## config.mk

```make
export PLATFORM = sky130hd
export DESIGN_NAME = three_sensor_ultrasonic_ranger
export DESIGN_NICKNAME = d
export VERILOG_FILES = /design/src/hdl/srr_pkg.sv /design/src/hdl/srr_in_reg.sv /design/src/hdl/srr_core.sv /design/src/hdl/three_sensor_ultrasonic_ranger.sv
export SDC_FILE = /design/constraint.sdc
export NUM_CORES = 1
export LEC_CHECK = 0
export ABC_AREA = 0
export ABC_CLOCK_PERIOD_IN_PS = 10300
export CORE_MARGIN = 2
export CORE_UTILIZATION = 50
export DETAILED_ROUTE_END_ITERATION = 10
export DONT_BUFFER_PORTS = 1
export PLACE_DENSITY = 0.77
export SLEW_MARGIN = 20
export SYNTH_ARGS = -nofsm -noshare
export SYNTH_HDL_FRONTEND = slang
export SYNTH_SLANG_ARGS = --single-unit
```

## constraint.sdc

```tcl
create_clock -name clock -period 10.3 [get_ports clock]
set_clock_uncertainty 0.1 [all_clocks]
set_input_delay 2.06 -clock clock [delete_from_list [all_inputs] [get_ports clock]]
set_output_delay 2.06 -clock clock [all_outputs]
set_load 0.03 [all_outputs]
```

## src/hdl/srr_pkg.sv

```systemverilog
// Shared types and constants for the three-sensor ultrasonic ranger.
// No dependencies; used by every module in hdl/.
package srr_pkg;

   // Phase of the scan sequencer, one-hot
   typedef enum logic [3:0] {
      PH_TRIG  = 4'b0001,
      PH_WAIT  = 4'b0010,
      PH_HIGH  = 4'b0100,
      PH_PAUSE = 4'b1000
   } phase_type;

   // Sensor selector codes
   localparam logic [1:0] SENSOR_LEFT  = 2'd0;
   localparam logic [1:0] SENSOR_FRONT = 2'd1;
   localparam logic [1:0] SENSOR_RIGHT = 2'd2;

   // Register indexes on the csr port
   localparam logic [1:0] CSR_NEAR_THRESHOLD = 2'd0;
   localparam logic [1:0] CSR_ECHO_TIMEOUT   = 2'd1;
   localparam logic [1:0] CSR_TRIGGER_TICKS  = 2'd2;
   localparam logic [1:0] CSR_PAUSE_TICKS    = 2'd3;

   // Register reset values
   localparam logic [10:0] NEAR_THRESHOLD_RST = 11'd40;
   localparam logic [15:0] ECHO_TIMEOUT_RST   = 16'd60000;
   localparam logic [7:0]  TRIGGER_TICKS_RST  = 8'd10;
   localparam logic [23:0] PAUSE_TICKS_RST    = 24'd100000;

   // Distance conversion: last remainder (ticks per centimetre minus one) and the timeout report value
   localparam logic [5:0]  DIV_CM_LAST   = 6'd57;
   localparam logic [10:0] TIMEOUT_VALUE = 11'd999;
   // A zero echo timeout acts as the full 16-bit wrap
   localparam logic [16:0] TIMEOUT_WRAP  = 17'h10000;

   typedef struct packed {
      logic [10:0] near_threshold;
      logic [15:0] echo_timeout;
      logic [7:0]  trigger_ticks;
      logic [23:0] pause_ticks;
   } cfg_type;

   // Registered input item; echo[0] left, [1] front, [2] right
   typedef struct packed {
      logic       valid;
      logic [2:0] echo;
   } in_item_type;

   typedef struct packed {
      logic green;
      logic yellow;
      logic red;
      logic buzzer;
   } lamp_type;

   typedef struct packed {
      logic [2:0]  trig;
      lamp_type    lamps;
      logic        range_done;
      logic [1:0]  range_sensor;
      logic [10:0] range_value;
      logic        range_timeout;
   } result_type;

endpackage

```

## src/hdl/srr_in_reg.sv

```systemverilog
// Input register stage of the ranger: holds one sampled echo item.
// Depends on srr_pkg.
module srr_in_reg (
   input  logic                clock,
   input  logic                reset,
   input  logic                in_valid,
   output logic                in_ready,
   input  logic [2:0]          in_echo,
   input  logic                take,     // core consumes the held item
   output srr_pkg::in_item_type item
);

   logic       valid_ff, valid_in;
   logic [2:0] echo_ff;

   // stage frees when empty or when the held item moves on
   assign in_ready = !valid_ff || take;
   assign valid_in = in_valid || (valid_ff && !take);

   always_ff @(posedge clock) begin
      if (reset) begin
         valid_ff <= 1'b0;
      end else if (in_ready) begin
         valid_ff <= in_valid;
      end else begin
         valid_ff <= valid_in;
      end
   end

   always_ff @(posedge clock) begin
      if (in_valid && in_ready) begin
         echo_ff <= in_echo;
      end
   end

   assign item.valid = valid_ff;
   assign item.echo  = echo_ff;

endmodule

```

## src/hdl/srr_core.sv

```systemverilog
// Scan sequencer, echo timing, distance and lamp logic with the result register.
// Depends on srr_pkg.
module srr_core #(
   parameter int COUNT_BITS = 16
) (
   input  logic                  clock,
   input  logic                  reset,
   input  srr_pkg::cfg_type      cfg,
   input  srr_pkg::in_item_type  item,
   output logic                  take,
   output logic                  out_valid,
   input  logic                  out_ready,
   output srr_pkg::result_type   result
);

   srr_pkg::phase_type phase_ff, phase_in;
   logic [1:0]            sel_ff, sel_in;
   logic [23:0]           ticks_ff, ticks_in;
   logic [COUNT_BITS-1:0] count_ff, count_in;
   logic [5:0]            rem_ff, rem_in;      // echo count mod 58
   logic [10:0]           quot_ff, quot_in;    // echo count / 58, low 11 bits
   logic [10:0]           dist_left_ff, dist_left_in;
   logic [10:0]           dist_front_ff, dist_front_in;
   srr_pkg::lamp_type     lamps_ff, lamps_in;
   logic                  out_valid_ff;
   srr_pkg::result_type   result_ff, result_in;

   logic        step;
   logic        echo;
   logic [24:0] ticks_inc;
   logic [16:0] lim;
   logic [7:0]  trig_len;
   logic        done, tmo;
   logic [10:0] value;
   logic [2:0]  trig;

   assign take = !out_valid_ff || out_ready;
   assign step = item.valid && take;

   assign ticks_inc = {1'b0, ticks_ff} + 25'd1;
   assign lim       = (cfg.echo_timeout == 16'd0) ? srr_pkg::TIMEOUT_WRAP
                                                  : {1'b0, cfg.echo_timeout};
   assign trig_len  = (cfg.trigger_ticks == 8'd0) ? 8'd1 : cfg.trigger_ticks;

   // echo of the sensor being measured
   always_comb begin
      case (sel_ff)
         srr_pkg::SENSOR_LEFT:  echo = item.echo[0];
         srr_pkg::SENSOR_FRONT: echo = item.echo[1];
         default:               echo = item.echo[2];
      endcase
   end

   // one tick of the sequencer
   always_comb begin
      phase_in      = phase_ff;
      sel_in        = sel_ff;
      ticks_in      = ticks_ff;
      count_in      = count_ff;
      rem_in        = rem_ff;
      quot_in       = quot_ff;
      dist_left_in  = dist_left_ff;
      dist_front_in = dist_front_ff;
      lamps_in      = lamps_ff;
      done          = 1'b0;
      tmo           = 1'b0;
      value         = quot_ff;
      trig          = 3'b000;

      case (phase_ff)
         srr_pkg::PH_TRIG: begin
            case (sel_ff)
               srr_pkg::SENSOR_LEFT:  trig = 3'b001;
               srr_pkg::SENSOR_FRONT: trig = 3'b010;
               default:               trig = 3'b100;
            endcase
            ticks_in = ticks_inc[23:0];
            if (ticks_inc >= {17'd0, trig_len}) begin
               phase_in = srr_pkg::PH_WAIT;
               ticks_in = 24'd0;
            end
         end
         srr_pkg::PH_WAIT: begin
            if (echo) begin
               phase_in = srr_pkg::PH_HIGH;
               ticks_in = 24'd0;
               count_in = '0;
               rem_in   = 6'd0;
               quot_in  = 11'd0;
            end else begin
               ticks_in = ticks_inc[23:0];
               if (ticks_inc >= {8'd0, lim}) begin
                  done = 1'b1;
                  tmo  = 1'b1;
               end
            end
         end
         srr_pkg::PH_HIGH: begin
            if (echo) begin
               count_in = count_ff + 1'b1;
               // quotient tracks the count, restarting when the count wraps
               if (&count_ff) begin
                  rem_in  = 6'd0;
                  quot_in = 11'd0;
               end else if (rem_ff == srr_pkg::DIV_CM_LAST) begin
                  rem_in  = 6'd0;
                  quot_in = quot_ff + 11'd1;
               end else begin
                  rem_in  = rem_ff + 6'd1;
               end
               ticks_in = ticks_inc[23:0];
               if (ticks_inc >= {8'd0, lim}) begin
                  done = 1'b1;
                  tmo  = 1'b1;
               end
            end else begin
               done = 1'b1;
            end
         end
         default: begin
            ticks_in = ticks_inc[23:0];
            if (ticks_inc >= {1'b0, cfg.pause_ticks}) begin
               phase_in = srr_pkg::PH_TRIG;
               ticks_in = 24'd0;
               sel_in   = srr_pkg::SENSOR_LEFT;
            end
         end
      endcase

      // measurement finished: store, advance sensor, lamps after the right one
      if (done) begin
         if (tmo) begin
            value = srr_pkg::TIMEOUT_VALUE;
         end
         ticks_in = 24'd0;
         case (sel_ff)
            srr_pkg::SENSOR_LEFT: begin
               dist_left_in = value;
               sel_in       = srr_pkg::SENSOR_FRONT;
               phase_in     = srr_pkg::PH_TRIG;
            end
            srr_pkg::SENSOR_FRONT: begin
               dist_front_in = value;
               sel_in        = srr_pkg::SENSOR_RIGHT;
               phase_in      = srr_pkg::PH_TRIG;
            end
            default: begin
               lamps_in = '0;
               if (value < cfg.near_threshold) begin
                  lamps_in.red    = 1'b1;
                  lamps_in.buzzer = 1'b1;
               end else if (dist_front_ff < cfg.near_threshold) begin
                  lamps_in.yellow = 1'b1;
               end else if (dist_left_ff < cfg.near_threshold) begin
                  lamps_in.green = 1'b1;
               end
               if (cfg.pause_ticks == 24'd0) begin
                  sel_in   = srr_pkg::SENSOR_LEFT;
                  phase_in = srr_pkg::PH_TRIG;
               end else begin
                  phase_in = srr_pkg::PH_PAUSE;
               end
            end
         endcase
      end

      result_in.trig          = trig;
      result_in.lamps         = lamps_in;
      result_in.range_done    = done;
      result_in.range_sensor  = done ? sel_ff : 2'd0;
      result_in.range_value   = done ? value : 11'd0;
      result_in.range_timeout = done && tmo;
   end

   // sequencer state
   always_ff @(posedge clock) begin
      if (reset) begin
         phase_ff      <= srr_pkg::PH_TRIG;
         sel_ff        <= srr_pkg::SENSOR_LEFT;
         ticks_ff      <= 24'd0;
         count_ff      <= '0;
         rem_ff        <= 6'd0;
         quot_ff       <= 11'd0;
         dist_left_ff  <= 11'd0;
         dist_front_ff <= 11'd0;
         lamps_ff      <= '0;
      end else if (step) begin
         phase_ff      <= phase_in;
         sel_ff        <= sel_in;
         ticks_ff      <= ticks_in;
         count_ff      <= count_in;
         rem_ff        <= rem_in;
         quot_ff       <= quot_in;
         dist_left_ff  <= dist_left_in;
         dist_front_ff <= dist_front_in;
         lamps_ff      <= lamps_in;
      end
   end

   // result register
   always_ff @(posedge clock) begin
      if (reset) begin
         out_valid_ff <= 1'b0;
      end else if (take) begin
         out_valid_ff <= item.valid;
      end
   end

   always_ff @(posedge clock) begin
      if (step) begin
         result_ff <= result_in;
      end
   end

   assign out_valid = out_valid_ff;
   assign result    = result_ff;

   // at most one trigger driven at a time
   a_trig_onehot: assert property (@(posedge clock) disable iff (reset)
      out_valid_ff |-> $onehot0(result_ff.trig))
      else $error("more than one trigger driven");

   // buzzer always follows the red lamp, and only one lamp is lit
   a_lamps: assert property (@(posedge clock) disable iff (reset)
      out_valid_ff |-> (result_ff.lamps.buzzer == result_ff.lamps.red) &&
                       $onehot0({result_ff.lamps.green, result_ff.lamps.yellow,
                                 result_ff.lamps.red}))
      else $error("lamp pattern inconsistent");

   // range fields are quiet when no measurement finished
   a_range_quiet: assert property (@(posedge clock) disable iff (reset)
      (out_valid_ff && !result_ff.range_done) |->
         (result_ff.range_value == 11'd0) && (result_ff.range_sensor == 2'd0) &&
         !result_ff.range_timeout)
      else $error("range fields set without a finished measurement");

   // sensor selector never leaves the three sensors
   a_sel_range: assert property (@(posedge clock) disable iff (reset)
      sel_ff != 2'd3)
      else $error("sensor selector out of range");

   // a timeout always reports the timeout value
   a_tmo_value: assert property (@(posedge clock) disable iff (reset)
      (out_valid_ff && result_ff.range_timeout) |->
         (result_ff.range_value == srr_pkg::TIMEOUT_VALUE))
      else $error("timeout without timeout value");

endmodule

```

## src/hdl/three_sensor_ultrasonic_ranger.sv

```systemverilog
// Top level of the three-sensor ultrasonic ranger: csr registers, port packing.
// Depends on srr_pkg, srr_in_reg and srr_core.
//
//  channel  | direction | handshake            | payload
//  req_     | in        | req_tvalid/tready    | req_tdata: echo levels
//  rsp_     | out       | rsp_tvalid/tready    | rsp_tdata: triggers, lamps, range; rsp_tuser
//  csr_     | in        | csr_wr_en            | csr_index, csr_wdata
//
// One tick item in, one result item out; a new item is taken every cycle unless a stalled result holds it.
// Each item passes through the input register, then the sequencer step into the result register.
// Reset (synchronous) empties both registers and restarts at the left sensor trigger.
// A stalled rsp_tready holds the result; up to one more item waits in the input register.
module three_sensor_ultrasonic_ranger #(
   parameter int COUNT_BITS = 16
) (
   input  logic        clock,
   input  logic        reset,
   input  logic        req_tvalid,
   output logic        req_tready,
   input  logic [7:0]  req_tdata,   // [0] echo_left, [1] echo_front, [2] echo_right
   output logic        rsp_tvalid,
   input  logic        rsp_tready,
   // [0] trig_left, [1] trig_front, [2] trig_right, [3] lamp_green, [4] lamp_yellow,
   // [5] lamp_red, [6] buzzer_on, [8:7] range_sensor, [19:9] range_value,
   // [20] range_timeout
   output logic [23:0] rsp_tdata,
   output logic        rsp_tuser,   // range_done
   input  logic        csr_wr_en,
   input  logic [1:0]  csr_index,
   input  logic [23:0] csr_wdata
);

   srr_pkg::cfg_type     cfg_ff;
   srr_pkg::in_item_type item;
   srr_pkg::result_type  result;
   logic                 take;

   // configuration registers
   always_ff @(posedge clock) begin
      if (reset) begin
         cfg_ff.near_threshold <= srr_pkg::NEAR_THRESHOLD_RST;
         cfg_ff.echo_timeout   <= srr_pkg::ECHO_TIMEOUT_RST;
         cfg_ff.trigger_ticks  <= srr_pkg::TRIGGER_TICKS_RST;
         cfg_ff.pause_ticks    <= srr_pkg::PAUSE_TICKS_RST;
      end else if (csr_wr_en) begin
         case (csr_index)
            srr_pkg::CSR_NEAR_THRESHOLD: cfg_ff.near_threshold <= csr_wdata[10:0];
            srr_pkg::CSR_ECHO_TIMEOUT:   cfg_ff.echo_timeout   <= csr_wdata[15:0];
            srr_pkg::CSR_TRIGGER_TICKS:  cfg_ff.trigger_ticks  <= csr_wdata[7:0];
            srr_pkg::CSR_PAUSE_TICKS:    cfg_ff.pause_ticks    <= csr_wdata;
            default: ;
         endcase
      end
   end

   srr_in_reg u_in_reg (
      .clock    (clock),
      .reset    (reset),
      .in_valid (req_tvalid),
      .in_ready (req_tready),
      .in_echo  (req_tdata[2:0]),
      .take     (take),
      .item     (item)
   );

   srr_core #(
      .COUNT_BITS (COUNT_BITS)
   ) u_core (
      .clock     (clock),
      .reset     (reset),
      .cfg       (cfg_ff),
      .item      (item),
      .take      (take),
      .out_valid (rsp_tvalid),
      .out_ready (rsp_tready),
      .result    (result)
   );

   // pack the result item
   assign rsp_tdata = {3'b000,
                       result.range_timeout,
                       result.range_value,
                       result.range_sensor,
                       result.lamps.buzzer,
                       result.lamps.red,
                       result.lamps.yellow,
                       result.lamps.green,
                       result.trig};
   assign rsp_tuser = result.range_done;

endmodule

```

==> results.tsv, run 1 <==
stage	metric	value	unit
critical_path	slowest CP cell	dfxtp_1	
power	Leak Pwr	0.00414	uW
hold_path	HP Class	register to register	
finish	final instance area	0.0105	sq mm
synth	Synth Instances	1160	
routing	1st-iter DRT viols	548	
routing	vias after detailed routing	8029	
synth	Cell Area, Synth	0.00980	sq mm
floorplan	Chip Width	144	microns
synth	Synth cell types	75	
floorplan	Core ar.	0.0193	sq mm
global_route	largest net degree at the start of global routing	126	
sta	fmax	156	MHz
clocking	Clk Latency, worst-skew pair	0.43	ns
synth	async set-reset flop share out of synthesis	0	
finish	final net count	1244	
floorplan	Rows	51	
finish	most frequent cells in the layout	nand2_1, dfxtp_1, nor2_1, ha_1, a21oi_1	
sta	RSZ-0062 raised after global routing	no	
routing	DR pass1 iterations	5	
synth	Seq/Total Area, Yosys	0.383	
power	VDD IR max	0.000164	V
routing	Post-DRT Antenna Nets	0	
sta	Final Slew Violations	0	
placed_design	placed instance count	1366	
critical_path	worst path required time	10.37	ns
floorplan	die span in y	144	microns
global_route	first-pass GRT wire length	36900	microns
sta	final worst path period share	0.624	
finish	Core Util, Final	0.543	
power	Pwr Density	140	mW/mm^2
sta	Fin Setup TNS	0	ns
routing	Vias per Instance	5.74	
critical_path	Top delay family on crit path	simple AND/OR/NAND/NOR gates	
floorplan	initial core utilization	0.507	
global_route	initial antenna violation count	0	
finish	Antenna diodes	0	
critical_path	worst path cell trace	ha_1 -> inv_1 -> or3_1 -> nor2_1 -> xnor2_1 -> ha_1 -> and4_1 -> and3_1 -> a221o_1 -> a311o_1 -> nor2_1 -> a21o_1 -> inv_2 -> nor2_1 -> inv_1 -> ha_1 -> a21o_1 -> a21o_1 -> a21oi_1 -> o21ai_0 -> nor2b_1 -> o31ai_1	
routing	WL/cell	16.0	microns
sta	slew of the pin with the lowest slew margin	0.808	ns
outcome	outcome	completed	
clocking	Bufs on Longest Clock Path	2	
clocking	cts bufs inserted	17	
finish	Non-Filler Instances	1399	
placed_design	placed inst area	0.00988	sq mm
critical_path	crit-path max cell delay	0.57	ns
floorplan	# IOs	66	
finish	commonest non-fill, non-tap cell in the layout	nand2_1	
synth	Most used DFF post-synth	dfxtp_1	
placed_design	IO Port Bufs	0	
clocking	clk slew on worst S/H paths	0.07	ns
placed_design	GP Congestion	0.866	
clocking	CTS Root Cell	clkbuf_16	
clocking	post-cts resize count	0	
clocking	Post-CTS Hold Fix Bufs	0	
sta	Final setup violation count	0	
finish	# fillers	1752	
clocking	CTS tree	done	
sta	Tmin final	6.43	ns
global_route	Overflow after GRT	0	
critical_path	Worst Setup End Kind	register	
sta	Final Hold Violating Endpoints	0	
global_route	vias in the first global route	7498	
clocking	# clock sinks	175	
routing	routed wire length	22400	microns
sta	Max transition margin	0.461	
routing	residual DRC count	0	
synth	Warnings, synthesis	0	
run	Max Cap Viol	0	
synth	Post-synth EDFFs	25	
critical_path	CP Class	register to register	
floorplan	Die Area	0.0207	sq mm
finish	share of layout cells above drive strength 1	0.0573	
global_route	GRT Overall Usage	0.223	
synth	flops & latches, synth	175	
critical_path	CP Max Fanout	10	
placed_design	Post-DP HPWL	16000	microns
clocking	post-CTS setup buffer count	0	
synth	Mapped Avg Cell Area	8.45	sq um
critical_path	WP data arrival	6.50	ns
finish	Area growth, synth to finish	7.11	%
critical_path	number of buffers and inverters on the critical path	3	
critical_path	Startpoint Class	register	
clocking	CTS H-tree lvls	4	
Yosys cell counts, types with 5 or more instances:
cell / n / area [sq um]
mux2i_1: 9 / 90.1
nand4_1: 19 / 119
and2_1: 11 / 68.8
a211o_1: 18 / 158
buf_4: 6 / 45.0
nand3b_1: 7 / 52.6
and4_1: 11 / 96.3
nand2_1: 165 / 619
dfxtp_1: 150 / 3000
a21oi_1: 80 / 400
buf_2: 11 / 55.1
nor4_1: 15 / 93.8
edfxtp_1: 25 / 751
xor2_1: 24 / 210
nor3_1: 28 / 140
o21a_1: 6 / 45.0
ha_1: 84 / 1050
o211ai_1: 5 / 37.5
or2_2: 5 / 31.3
nor2b_1: 7 / 43.8
nand3_1: 45 / 225
nand2b_1: 10 / 62.6
a211oi_1: 22 / 165
inv_1: 78 / 293
clkbuf_1: 42 / 158
nor2_1: 107 / 402
a21o_1: 16 / 120
xnor2_1: 29 / 254
and3_1: 12 / 75.1
or3_1: 6 / 37.5
a31oi_1: 11 / 68.8
o21ai_0: 23 / 115
state kept, by name, summed over array words and instances, names as in the netlist:
signal,count
cfg_ff,59
u_core.count_ff,16
u_core.dist_front_ff,11
u_core.dist_left_ff,11
u_core.lamps_ff,4
u_core.out_valid,1
u_core.phase_ff,4
u_core.quot_ff,11
u_core.rem_ff,6
u_core.result,22
u_core.sel_ff,2
u_core.ticks_ff,24
u_in_reg.echo_ff,3
u_in_reg.valid_ff,1
kinds of logic (layout without fill, tap and decap cells):
kind of cell | Yosys count | in the layout | share of synthesized area
multiplexers | 12 | 12 | 0.0126
AND/OR/NAND/NOR | 468 | 468 | 0.237
AO/OA/AOI/OAI | 220 | 220 | 0.149
XOR/XNOR | 54 | 54 | 0.0490
adder cells (fa/ha/maj) | 84 | 84 | 0.107
flip-flops | 175 | 175 | 0.383
buffers and inverters | 146 | 118 | 0.0613
other | 1 | 3 | 0.000383
per-stage QoR:
| stage | power [uW] | worst slack, ns | hold WS (ns) |
|---|---|---|---|
| 4_1_cts | 1480 | 3.98 | 0.351 |
| 5_1_grt | 1510 | 3.55 | 0.368 |
| 2_1_floorplan | 801 | 5.23 | 0.336 |
| 3_3_place_gp | 809 | 4.13 | 0.337 |
| 3_5_place_dp | 812 | 4.06 | 0.341 |
| 6_report | 1470 | 3.87 | 0.351 |
worst reg2reg max path, delay by kind of cell, from the launching register on:
family	cells	cell delay [ns]
and+or+nand+nor	7	1.93
buffers and inverters	3	0.48
adders and majority gates	3	1.06
DFF	1	0.57
AOI/OAI and AO/OA	8	1.79
xor gates and xnor gates	1	0.22
metal layers:
metal,track usage,routed length [microns]
met1,0.299,10200
met2,0.362,10600
met3,0.0447,1330
met4,0.0676,304
met5,0,0
power breakdown:
part / switching, uW / total (uW) / internal [uW]
combinational: 48.3 / 75.3 / 26.9
sequential: 16.3 / 722 / 706
clock: 287 / 673 / 385
total: 352 / 1470 / 1120
final cells by class:
cell class	count	area, sq um	area share
Clock buffer	17	425	0.0405
Clock inverter	15	184	0.0175
Multi-Input combinational cell	841	5450	0.519
Timing Repair Buffer	6	48.8	0.00465
Tap cell	265	332	0.0316
Inverter	80	300	0.0286
Sequential cell	175	3750	0.358
path summary, 6_finish.rpt:
path                                    startpoint           endpoint  slack, ns  depth (start not counted)
worst min-delay path                    cfg_ff[54]         cfg_ff[54]       0.35                          2
worst max-delay path            u_core.ticks_ff[0]  u_core.result[17]       3.87                         22
worst max register to register  u_core.ticks_ff[0]  u_core.result[17]       3.87                         22
worst min register to register          cfg_ff[54]         cfg_ff[54]       0.35                          2
(Power assumes the default switching activity.)
==> run 2: changes to the inputs <==
--- a/config.mk
+++ b/config.mk
@@ -6,12 +6,12 @@
 export NUM_CORES = 1
 export LEC_CHECK = 0
 export ABC_AREA = 0
-export ABC_CLOCK_PERIOD_IN_PS = 10300
+export ABC_CLOCK_PERIOD_IN_PS = 5450
 export CORE_MARGIN = 2
 export CORE_UTILIZATION = 50
 export DETAILED_ROUTE_END_ITERATION = 10
 export DONT_BUFFER_PORTS = 1
-export PLACE_DENSITY = 0.77
+export PLACE_DENSITY = 0.8
 export SLEW_MARGIN = 20
 export SYNTH_ARGS = -nofsm -noshare
 export SYNTH_HDL_FRONTEND = slang
==> constraint.sdc (replaced) <==
create_clock -name clock -period 5.45 [get_ports clock]
set_clock_uncertainty 0.1 [all_clocks]
set_input_delay 1.09 -clock clock [delete_from_list [all_inputs] [get_ports clock]]
set_output_delay 1.09 -clock clock [all_outputs]
set_load 0.03 [all_outputs]
==> run 2 against run 1 <==
- sequential share of layout area decreased by 0.77 points
- flip-flop and latch count is the same
- highest routed layer unchanged
- final cell count is 1.9% higher
- critical path depth fell by 2
- non-clock buffer count up 27
==> results.tsv, run 2 (same netlist as run 1, synthesis figures left out) <==
stage	metric	value	unit	change
floorplan	initial core utilization	0.507		unchanged
routing	vias after detailed routing	8148		+1.5%
clocking	Post-CTS Hold Fix Bufs	0		unchanged
clocking	CTS H-tree lvls	4		unchanged
floorplan	Die Area	0.0207	sq mm	unchanged
finish	commonest non-fill, non-tap cell in the layout	nand2_1		
routing	Post-DRT Antenna Nets	0		unchanged
finish	Antenna diodes	0		unchanged
power	Flop pwr share	0.481		-0.010
floorplan	# IOs	66		unchanged
routing	1st-iter DRT viols	648		+18%
routing	DR pass1 iterations	5		unchanged
critical_path	CP Max Fanout	10		unchanged
routing	routed wire length	23000	microns	+2.7%
placed_design	placed instance count	1393		+2.0%
finish	# fillers	1648		-5.9%
global_route	vias in the first global route	7723		+3.0%
routing	Vias per Instance	5.71		-0.44%
critical_path	Worst Setup End Kind	register		
critical_path	CP Class	register to register		
floorplan	Core ar.	0.0193	sq mm	unchanged
finish	most frequent cells in the layout	nand2_1, dfxtp_1, nor2_1, ha_1, a21oi_1		
sta	RSZ-0062 raised after global routing	no		
run	Max Cap Viol	0		unchanged
sta	final worst path period share	0.944		+0.320
power	Internal Power	2160	uW	+93%
sta	WHS	0.354	ns	+0.00262 ns
critical_path	WP data arrival	5.22	ns	-1.28 ns
finish	Reg with most FFs	cfg_ff		
sta	Max transition margin	0.467		+0.00550
clocking	CTS Root Cell	clkbuf_16		
sta	Final Slew Violations	0		unchanged
hold_path	HP Class	register to register		
placed_design	GP Congestion	0.875		+1.0%
hold_path	Hold Startpoint	cfg_ff[26]		
finish	final net count	1271		+2.2%
clocking	cts bufs inserted	17		unchanged
global_route	first-pass GRT wire length	38400	microns	+4.0%
critical_path	R2R Path Start	u_core.ticks_ff[8]		
finish	Non-Filler Instances	1426		+1.9%
critical_path	worst path required time	5.53	ns	-4.84 ns
sta	fmax	194	MHz	+25%
floorplan	die span in y	144	microns	unchanged
power	clock group share of total power	0.468		+0.010
finish	share of layout cells above drive strength 1	0.0930		+0.0357
sta	Fin Setup TNS	0	ns	unchanged
power	Switch Pwr	672	uW	+91%
floorplan	Rows	51		unchanged
routing	WL/cell	16.2	microns	+0.77%
global_route	GRT Overall Usage	0.231		+0.00839
critical_path	Worst setup startpoint	u_core.ticks_ff[8]		
global_route	Overflow after GRT	0		unchanged
clocking	Bufs on Longest Clock Path	2		unchanged
floorplan	Chip Width	144	microns	unchanged
finish	Area growth, synth to finish	9.84	%	
global_route	largest net degree at the start of global routing	126		unchanged
clocking	# clock sinks	175		unchanged
placed_design	Post-DP HPWL	16300	microns	+1.9%
power	Leak Pwr	0.00429	uW	+3.7%
critical_path	Startpoint Class	register		
routing	residual DRC count	0		unchanged
power	VDD IR max	0.000226	V	+38%
placed_design	IO Port Bufs	0		unchanged
sta	Final Hold Violating Endpoints	0		unchanged
clocking	clk slew on worst S/H paths	0.07	ns	about the same
sta	slew of the pin with the lowest slew margin	0.798	ns	-0.0105 ns
power	Pwr Density	263	mW/mm^2	+88%
clocking	Clk Latency, worst-skew pair	0.43	ns	about the same
clocking	CTS tree	done		
power	Sw Share	0.237		-0.00224
outcome	outcome	completed		
global_route	initial antenna violation count	0		unchanged
sta	Tmin final	5.14	ns	-1.28 ns
power	combinational fraction of design power	0.051		about the same
sta	Final setup violation count	0		unchanged
finish	flip-flop count of the largest register after layout	59		unchanged
## run 2: power by group through the flow
stage / clock (uW) / sequential, uW / combinational [uW]
floorplan: 0 / 1390 / 127
detailed placement: 0 / 1390 / 143
CTS: 1340 / 1360 / 145
finish: 1320 / 1360 / 145
global route: 1390 / 1370 / 165
global placement: 0 / 1390 / 139
## run 2: timing repair
action / CTS / global route
endpoints found under the setup margin: 0 / 8
setup buffers: 0 / 1
resized for setup: 0 / 17
## run 2: final cells by class
cell class,instances,area (sq um),area share
Inverter,80,300,0.0279
Clock buffer,17,425,0.0395
Multi-Input combinational cell,841,5490,0.510
Clock inverter,15,208,0.0193
Tap cell,265,332,0.0308
Timing Repair Buffer,33,248,0.0230
Sequential cell,175,3770,0.350
## run 2: through the flow
step	cell area (sq um)	power, uW	setup slack (ns)	util
2_1_floorplan	9810	1510	0.378	-
3_3_place_gp	10100	1530	0.202	0.521
3_5_place_dp	10100	1540	0.118	0.521
4_1_cts	10700	2850	0.0661	0.554
5_1_grt	10800	2920	0.0115	0.557
6_report	10800	2830	0.307	0.557
## run 2: worst paths after layout
path,to,slack (ns),cells after the start
setup / recovery,u_core.result[17],0.31,20
hold reg to reg,cfg_ff[26],0.35,2
setup reg to reg,u_core.result[17],0.31,20
hold / removal,cfg_ff[26],0.35,2
## run 2: routing by layer
metal	part of all wire	up-vias	GRT usage	routed length, microns
met5	0	-	0	0
met4	0.017	0	0.0609	388
met3	0.054	37	0.0460	1250
met2	0.47	219	0.389	10900
met1	0.46	3865	0.304	10500
li1	-	4027	-	-
## run 2: worst max-delay path: stages (launching register included)
cell,delay (ns)
dfxtp_1,0.43
nand4_4,0.15
or4_1,0.61
xnor2_1,0.30
ha_1,0.29
and4_1,0.21
and3_1,0.19
a221o_1,0.32
a311o_1,0.34
nor2_1,0.13
a21o_1,0.21
inv_2,0.13
nor2_1,0.15
inv_1,0.06
ha_1,0.29
a21o_1,0.18
a21o_1,0.17
a21oi_1,0.13
o21ai_1,0.13
nor2b_2,0.25
o31ai_1,0.12
==> run 3: changes to the inputs <==
--- a/config.mk
+++ b/config.mk
@@ -7,7 +7,6 @@
 export LEC_CHECK = 0
 export ABC_AREA = 0
 export ABC_CLOCK_PERIOD_IN_PS = 5450
-export CORE_MARGIN = 2
 export CORE_UTILIZATION = 50
 export DETAILED_ROUTE_END_ITERATION = 10
 export DONT_BUFFER_PORTS = 1
==> constraint.sdc (replaced) <==
create_clock -name clock -period 5.45 [get_ports clock]
set_clock_uncertainty 0.1 [all_clocks]
set_input_delay 1.09 -clock clock [delete_from_list [all_inputs] [get_ports clock]]
set_output_delay 1.09 -clock clock [all_outputs]
set_load 0.02 [all_outputs]
==> run 3 against run 2 <==
- combinational power about the same
- via count up 0.41%
- final cell count is 0.35% lower
- power decreased by 0.36%
- clock power about the same
- worst setup slack got worse by 0.060 ns
- utilization increased by 1.0 points
- sequential share of layout area about the same
- register-to-register slack got worse by 0.06 ns
- global-route usage up 0.59 points
- count of clock-buffer cells in the layout is the same
- critical path depth increased by 1
- largest cell class unchanged
==> results.tsv, run 3 (same netlist as run 1, synthesis figures left out) <==
stage	metric	value	unit	change
outcome	outcome	completed		
floorplan	Die Area	0.0202	sq mm	-2.8%
critical_path	CP Max Fanout	10		unchanged
finish	area of the multi-input gates	0.00549	sq mm	about the same
global_route	first-pass GRT wire length	37900	microns	-1.3%
critical_path	worst path required time	5.53	ns	about the same
finish	Antenna diodes	0		unchanged
critical_path	Worst Setup End Kind	register		
clocking	# clock sinks	175		unchanged
floorplan	die span in y	142	microns	-1.4%
sta	Max transition margin	0.443		-0.0241
placed_design	GP Congestion	0.899		+2.7%
sta	Final setup violation count	0		unchanged
clocking	clk slew on worst S/H paths	0.07	ns	about the same
global_route	vias in the first global route	7701		-0.28%
global_route	GRT Overall Usage	0.237		+0.00594
floorplan	# IOs	66		unchanged
global_route	largest net degree at the start of global routing	126		unchanged
floorplan	initial core utilization	0.517		+0.0101
clocking	CTS tree	done		
sta	Tmin final	5.20	ns	+0.0603 ns
clocking	Clk Latency, worst-skew pair	0.44	ns	about the same
routing	DR pass1 iterations	5		unchanged
placed_design	IO Port Bufs	0		unchanged
finish	Reg with most FFs	cfg_ff		
finish	final net count	1271		unchanged
routing	1st-iter DRT viols	688		+6.2%
power	Pwr Density	263	mW/mm^2	-0.23%
floorplan	Chip Width	142	microns	-1.4%
global_route	initial antenna violation count	0		unchanged
sta	final worst path period share	0.955		+0.0111
finish	commonest non-fill, non-tap cell in the layout	nand2_1		
clocking	cts bufs inserted	17		unchanged
sta	fmax	192	MHz	-1.2%
critical_path	CP Class	register to register		
power	Pwr Total	2820	uW	-0.36%
routing	WL/cell	16.5	microns	+1.8%
critical_path	Startpoint Class	register		
sta	Final Slew Violations	0		unchanged
critical_path	WP data arrival	5.29	ns	+0.07 ns
finish	most frequent cells in the layout	nand2_1, dfxtp_1, nor2_1, ha_1, a21oi_1		
routing	Vias per Instance	5.76		+0.76%
hold_path	HP Class	register to register		
sta	slew of the pin with the lowest slew margin	0.834	ns	+0.0361 ns
finish	Area growth, synth to finish	9.70	%	
clocking	CTS Root Cell	clkbuf_16		
clocking	CTS H-tree lvls	4		unchanged
sta	Fin Setup TNS	0	ns	unchanged
finish	share of layout cells above drive strength 1	0.0947		+0.00172
routing	vias after detailed routing	8181		+0.41%
power	Leak Pwr	0.00431	uW	+0.28%
global_route	Overflow after GRT	0		unchanged
clocking	Bufs on Longest Clock Path	2		unchanged
routing	routed wire length	23400	microns	+1.5%
floorplan	Rows	50		-2.0%
finish	# fillers	1623		-1.5%
sta	Final Hold Violating Endpoints	0		unchanged
power	VDD IR max	0.000197	V	-13%
routing	residual DRC count	0		unchanged
finish	Storage cell area	0.00377	sq mm	unchanged
floorplan	Core ar.	0.0190	sq mm	-2.0%
placed_design	Post-DP HPWL	16300	microns	about the same
routing	Post-DRT Antenna Nets	0		unchanged
finish	flip-flop count of the largest register after layout	59		unchanged
run	Max Cap Viol	0		unchanged
[run 3: changes by cell type in the layout (fill, tap and decap cells not counted), sizes merged]
cell,delta
clkinvlp,-1
clkinv,-2
inv,+4
bufinv,-1
[run 3: layout make-up]
cell class / count / area share
Tap cell: 260 / 0.0303
Sequential cell: 175 / 0.350
Clock inverter: 15 / 0.0184
Timing Repair Buffer: 33 / 0.0230
Inverter: 80 / 0.0279
Clock buffer: 17 / 0.0396
Multi-Input combinational cell: 841 / 0.510
[run 3: what timing repair did]
action                     CTS  global route
buffers inserted             0             0
cloned                       0             0
pin swaps                    0             1
gates resized for setup      1            17
hold buffers                 0             0
setup endpoints to repair    2             8
[run 3: stage by stage]
| stage | util | instances | instance area, sq um | hold WS [ns] | setup WS, ns |
|---|---|---|---|---|---|
| 3_3_place_gp | 0.532 | 1389 | 10100 | 0.337 | 0.189 |
| 5_1_grt | 0.567 | 1421 | 10800 | 0.376 | -0.0601 |
| 3_5_place_dp | 0.532 | 1389 | 10100 | 0.341 | 0.0664 |
| 6_report | 0.567 | 1421 | 10800 | 0.357 | 0.247 |
| 4_1_cts | 0.565 | 1421 | 10700 | 0.351 | 0.0855 |
| 2_1_floorplan | - | 1162 | 9810 | 0.336 | 0.378 |
[run 3: path summary, 6_finish.rpt]
kind | slack (ns) | cells past startpoint | start | to
worst max-delay path | 0.25 | 21 | u_core.ticks_ff[5] | u_core.result[18]
worst min-delay path | 0.36 | 2 | cfg_ff[26] | cfg_ff[26]
worst max register to register | 0.25 | 21 | u_core.ticks_ff[5] | u_core.result[18]
worst min register to register | 0.36 | 2 | cfg_ff[26] | cfg_ff[26]
[run 3: critical path, stage by stage, from the launching register on]
cell and delay, ns:
dfxtp_1 0.43, nand4_4 0.16, buf_4 0.22, nor4_1 0.35, xor2_1 0.33, ha_1 0.32, and4_1 0.18, and3_1 0.19
a221o_1 0.32, a311o_1 0.34, nor2_1 0.13, a21o_1 0.21, inv_2 0.12, nor2_1 0.15, inv_1 0.06, ha_1 0.29
a21o_1 0.18, a21o_1 0.17, a21oi_1 0.13, o21ai_1 0.14, nor2b_2 0.29, o31ai_1 0.13
[run 3: routing by layer]
metal | vias up | global-route usage | routed length, microns
met5 | - | 0 | 0
met4 | 0 | 0.0747 | 401
met3 | 31 | 0.0417 | 1340
met2 | 218 | 0.398 | 11300
met1 | 3897 | 0.308 | 10400
li1 | 4035 | - | -
[run 3: power by group]
part           total, uW  switching (uW)  internal (uW)
sequential          1360            24.5           1330
combinational        147            93.7           53.0
clock               1320             578            739
